`src/hdl/rea_pkg.sv`:
```
// Shared types, constants and controller codes for the reprojection error accumulator.
`timescale 1ns / 1ps
package rea_pkg;
  localparam int FRAC_BITS = 16;
  localparam int MAX_FRAME_POINTS = 65536;
  localparam int CNT_W = $clog2(MAX_FRAME_POINTS + 1);
  localparam int NUM_REGS = 6;
  localparam int REG_IDX_W = 3;
  localparam int CFG_W = 64;
  localparam logic [47:0] SUM48_MAX = '1;
  localparam logic [31:0] W32_MAX = '1;
  localparam logic [CNT_W-1:0] MAX_CNT = CNT_W'(MAX_FRAME_POINTS);

  typedef struct packed {
    logic signed [31:0] point_x;
    logic signed [31:0] point_y;
    logic signed [31:0] point_z;
    logic signed [31:0] point_w;
    logic signed [31:0] obs_u;
    logic signed [31:0] obs_v;
    logic               last_in_frame;
  } in_item_t;

  typedef struct packed {
    logic [31:0] point_error;
    logic        depth_zero;
    logic        frame_done;
    logic [47:0] frame_sum;
    logic [31:0] frame_average;
    logic [63:0] total_error;
    logic [31:0] frames_seen;
  } out_item_t;

  typedef enum logic [3:0] {
    ST_IDLE, ST_MAC, ST_CHECK, ST_DIV_U, ST_DIV_V, ST_SQ, ST_SQRT,
    ST_ACC, ST_AVG, ST_OUT
  } state_t;

  // controller -> datapath
  typedef struct packed {
    logic load;
    logic mac_step;
    logic div_start;
    logic div_sel_v;
    logic div_step;
    logic div_take;
    logic sq_step;
    logic sqrt_start;
    logic sqrt_step;
    logic acc;
    logic avg_start;
    logic avg_step;
    logic out_load;
  } dp_cmd_t;

  // datapath -> controller
  typedef struct packed {
    logic mac_done;
    logic depth_zero;
    logic div_done;
    logic sqrt_done;
    logic avg_done;
    logic last;
  } dp_status_t;
endpackage

```
`src/hdl/rea_ctrl.sv`:
```
// Controller state machine sequencing the datapath for one item.
`timescale 1ns / 1ps
module rea_ctrl (
  input  logic                clk,
  input  logic                rst,
  input  logic                in_valid,
  output logic                in_ready,
  output logic                out_valid,
  input  logic                out_ready,
  input  rea_pkg::dp_status_t status,
  output rea_pkg::dp_cmd_t    cmd
);
  import rea_pkg::*;

  state_t state, state_next;
  logic   out_full, out_full_next;

  always_ff @(posedge clk) begin
    if (rst) begin
      state    <= ST_IDLE;
      out_full <= 1'b0;
    end else begin
      state    <= state_next;
      out_full <= out_full_next;
    end
  end

  always_comb begin
    state_next = state;
    unique case (state)
      ST_IDLE:  if (in_valid) state_next = ST_MAC;
      ST_MAC:   if (status.mac_done) state_next = ST_CHECK;
      ST_CHECK: state_next = status.depth_zero ? ST_ACC : ST_DIV_U;
      ST_DIV_U: if (status.div_done) state_next = ST_DIV_V;
      ST_DIV_V: if (status.div_done) state_next = ST_SQ;
      ST_SQ:    state_next = ST_SQRT;
      ST_SQRT:  if (status.sqrt_done) state_next = ST_ACC;
      ST_ACC:   state_next = status.last ? ST_AVG : ST_OUT;
      ST_AVG:   if (status.avg_done) state_next = ST_OUT;
      ST_OUT:   if (!out_full || out_ready) state_next = ST_IDLE;
      default:  state_next = ST_IDLE;
    endcase
  end

  always_comb begin
    cmd = '0;
    in_ready = (state == ST_IDLE);
    out_valid = out_full;
    out_full_next = out_full && !out_ready;
    unique case (state)
      ST_IDLE:  cmd.load = in_valid;
      ST_MAC:   cmd.mac_step = 1'b1;
      ST_CHECK: cmd.div_start = !status.depth_zero;
      ST_DIV_U: begin
        cmd.div_step = !status.div_done;
        if (status.div_done) begin
          cmd.div_take  = 1'b1;
          cmd.div_start = 1'b1;
          cmd.div_sel_v = 1'b1;
        end
      end
      ST_DIV_V: begin
        cmd.div_sel_v = 1'b1;
        cmd.div_step  = !status.div_done;
        cmd.div_take  = status.div_done;
      end
      ST_SQ:    begin cmd.sq_step = 1'b1; cmd.sqrt_start = 1'b1; end
      ST_SQRT:  cmd.sqrt_step = !status.sqrt_done;
      ST_ACC:   begin cmd.acc = 1'b1; cmd.avg_start = status.last; end
      ST_AVG:   cmd.avg_step = 1'b1;
      ST_OUT: begin
        if (!out_full || out_ready) begin
          cmd.out_load  = 1'b1;
          out_full_next = 1'b1;
        end
      end
      default: ;
    endcase
  end
endmodule

```
`config.mk`:
```
export PLATFORM = sky130hd
export DESIGN_NAME = rea_ctrl
export DESIGN_NICKNAME = d
export VERILOG_FILES = /design/src/hdl/rea_pkg.sv /design/src/hdl/rea_ctrl.sv
export SDC_FILE = /design/constraint.sdc
export NUM_CORES = 1
export LEC_CHECK = 0
export BUFFER_PORTS_ARGS = -buffer_cell sky130_fd_sc_hd__buf_2
export CORE_AREA = 5 5 42 44
export CTS_BUF_LIST = sky130_fd_sc_hd__clkbuf_16
export DETAILED_ROUTE_END_ITERATION = 16
export DIE_AREA = 0 0 47 49
export GPL_TIMING_DRIVEN = 0
export PLACE_DENSITY = 0.65
export SLEW_MARGIN = 20
export SYNTH_ARGS = -nofsm -noshare
export SYNTH_HDL_FRONTEND = slang
export SYNTH_SLANG_ARGS = --single-unit
export TNS_END_PERCENT = 1
```
`constraint.sdc`:
```
create_clock -name clk -period 2.6 [get_ports clk]
set_input_delay 0.39 -clock clk [delete_from_list [all_inputs] [get_ports clk]]
set_output_delay 0.39 -clock clk [all_outputs]
set_load 0.05 [all_outputs]
```
==> results_dict.tcl <==
set metrics [dict create \
    outcome "finished, final reports clean" \
    gp_congestion 0.888 \
    switching_share 0.348 \
    first_pass_iters 4 \
    end_kind "primary output" \
    finalSetupViolations 0 \
    clkLatencyLatePin_ns 0.23 \
    port_buffers 24 \
    rows 14 \
    post_dp_cell_area_um2 637 \
    synth_seq_area_share 0.204 \
    hp-class "in -> reg" \
    yosys_warnings 0 \
    antennaDiodeCount 0 \
    drt_iter0_drc 3 \
    final.setup.worst_slack_ns 0.495 \
    rsz0062_at_grt "false" \
    final_cell_count_no_fill 113 \
    cts_hold_buffers 0 \
    start_kind "flop" \
    p_switching_w 0.000184 \
    cts_tree "yes" \
    cts.clk_slew.worst_paths_ns 0.03 \
    timing.critical_path.fanout_max 10 \
    cts_buffers 3 \
    cp.required_ns 2.21 \
    synth.avg_cell_area_um2 7.11 \
    num_vias 598 \
    root_buffer "clkbuf_16" \
    antenna_found_initial 0 \
    synthArstFlopShare 0 \
    overflow 0 \
    grt-busiest-layer "met2" \
    pre_cts_slack_ns 0.722 \
    finalSetupTns_ns 0 \
    drive_gt1_frac 0.371 \
    synth_edf_count 0 \
    grt_pass1_wl_mm 2.28 \
    synth.area.top_cells "dfxtp_1 20%, a21oi_1 8.2%, nor2_1 6.1%" \
    worstMarginPinSlew_ns 0.435 \
    combPwrFrac 0.355 \
    met2_usage 0.183 \
    placed_cells 109 \
    use_met1 0.180 \
    synth_top_cell_by_area "dfxtp_1" \
    routedWlPerCell_um 11.9 \
    drv_slew 0 \
    ys_seq_elements 5 \
    viasPerCell 5.29 \
    post_cts_buffers 0 \
    clock_sinks 5 \
    clockBufferDepth 2 \
    synth_flop_cell "dfxtp_1" \
    pin_count 25 \
    die_area_mm2 0.00230 \
    syn-num-nets 79 \
    start_util 0.350 \
    grt_max_degree 11 \
    max-slew-margin-rel 0.710 \
    grtUsageMet3 0.0664 \
    cts_max_level 1 \
    final_core_utilization 0.511 \
    die_w_um 47 \
    routed_wl_mm 1.34 \
    pwr_density_cell_mw_per_mm2 740 \
    nets 108 \
    min_period_over_period 0.810 \
    dp_hpwl_mm 1.03 \
    postSynthCellCount 69 \
    max-vdd-ir-drop_mv 0.422 \
    finalHoldViolations 0 \
    leakage_nw 0.342 \
    die_y_um 49 \
    netlist_area_um2 490 \
    final_cell_area_um2 716 \
    grt_util_all_layers 0.134 \
    max_cap_viol_count 0 \
    skew_ns 0.00254 \
    cts_resized 0 \
    synth.distinct_cells 34 \
    crit_type "reg -> out" \
    yosys.area.top_type_share 0.204 \
    fmax_mhz 475 \
    postRouteAntennaNets 0 \
    worst-endpoint-arrival_ns 1.72 \
    clockPowerShare 0.468 \
    grt_pass1_vias 534 \
    area_growth_pct 45.9 \
    drc 0 \
    core_mm2 0.00140 \
    reg2reg_depth 5 \
    p_seq_frac 0.176 \
    final.fill_count 152 \
    fin_crit_ns 2.11 \
    holdPathStages 2 \
    internal_power_w 0.000345 \
]
registers in the layout, summed over array words and instances, names as in the netlist:
signal and count:
state 4, out_valid 1
placed cells by master (no fill, tap or decap), drive strengths merged, types with 2 or more instances in the layout:
cell type  netlist  routed
and2             2       2
clkbuf           2       5
buf              5      29
o21ai            4       4
nor2             8       8
dfxtp            5       5
nor4b            2       2
nor3             4       4
inv              3       4
a21oi            8       8
nand2            3       3
nor3b            5       5
worst max-delay path, stage by stage (launching register included):
cell	delay, ns
dfxtp_1	0.41
clkbuf_1	0.35
nand2_1	0.12
nor2_1	0.20
and2_1	0.14
buf_2	0.25
power by group through the flow:
stage                     sequential, W  combinational [W]  clock (W)
after floorplan               0.0000913           0.000148          0
after global placement        0.0000946           0.000187          0
after detailed placement      0.0000944           0.000188          0
after CTS                     0.0000931           0.000189   0.000252
after global routing          0.0000944           0.000204   0.000260
final                         0.0000934           0.000188   0.000248
worst paths after layout:
path	to	slack, ns	from
worst max-delay path	cmd[2]	0.49	state[2]
worst min-delay path	state[0]	0.41	rst
worst max register to register	state[2]	1.08	state[0]
worst min register to register	out_valid	0.57	out_valid
metrics by stage:
stage	power, W	hold WS [ns]
3_5_place_dp	0.000282	0.566
3_3_place_gp	0.000282	0.552
5_1_grt	0.000558	0.423
2_1_floorplan	0.000240	0.459
6_report	0.000529	0.409
4_1_cts	0.000533	0.409
final cells by class:
class	count	area, um2	share of cell area
clock buffers	3	75.1	0.105
flip-flops and latches	5	100	0.140
well taps	16	20.0	0.0280
inverters	3	11.3	0.0157
plain buffers	7	36.3	0.0507
multi-input cells	54	349	0.488
clock inverters	1	3.75	0.00524
repair buffers	24	120	0.168
kinds of logic after synthesis:
kind of cell    synth area share
simple gates               0.449
compound gates             0.250
flops                      0.204
buf+inv                   0.0969
cells in the mapped netlist, types with 2 or more instances:
cell type / n
a21oi_1: 8
and2_1: 2
buf_2: 2
buf_4: 2
clkbuf_1: 2
dfxtp_1: 5
inv_1: 3
nand2_1: 3
nor2_1: 8
nor3_1: 4
nor3b_1: 4
nor4b_1: 2
o21ai_0: 3
per-layer routing:
layer  up-vias  wire length, um  part of all wire
met1       268              567              0.42
li1        304                -                 -
met4         0                0                 0
met3         0              118             0.088
met2        26              656              0.49
met5         -                0                 0
No activity file was read; power rests on OpenSTA's default activity.
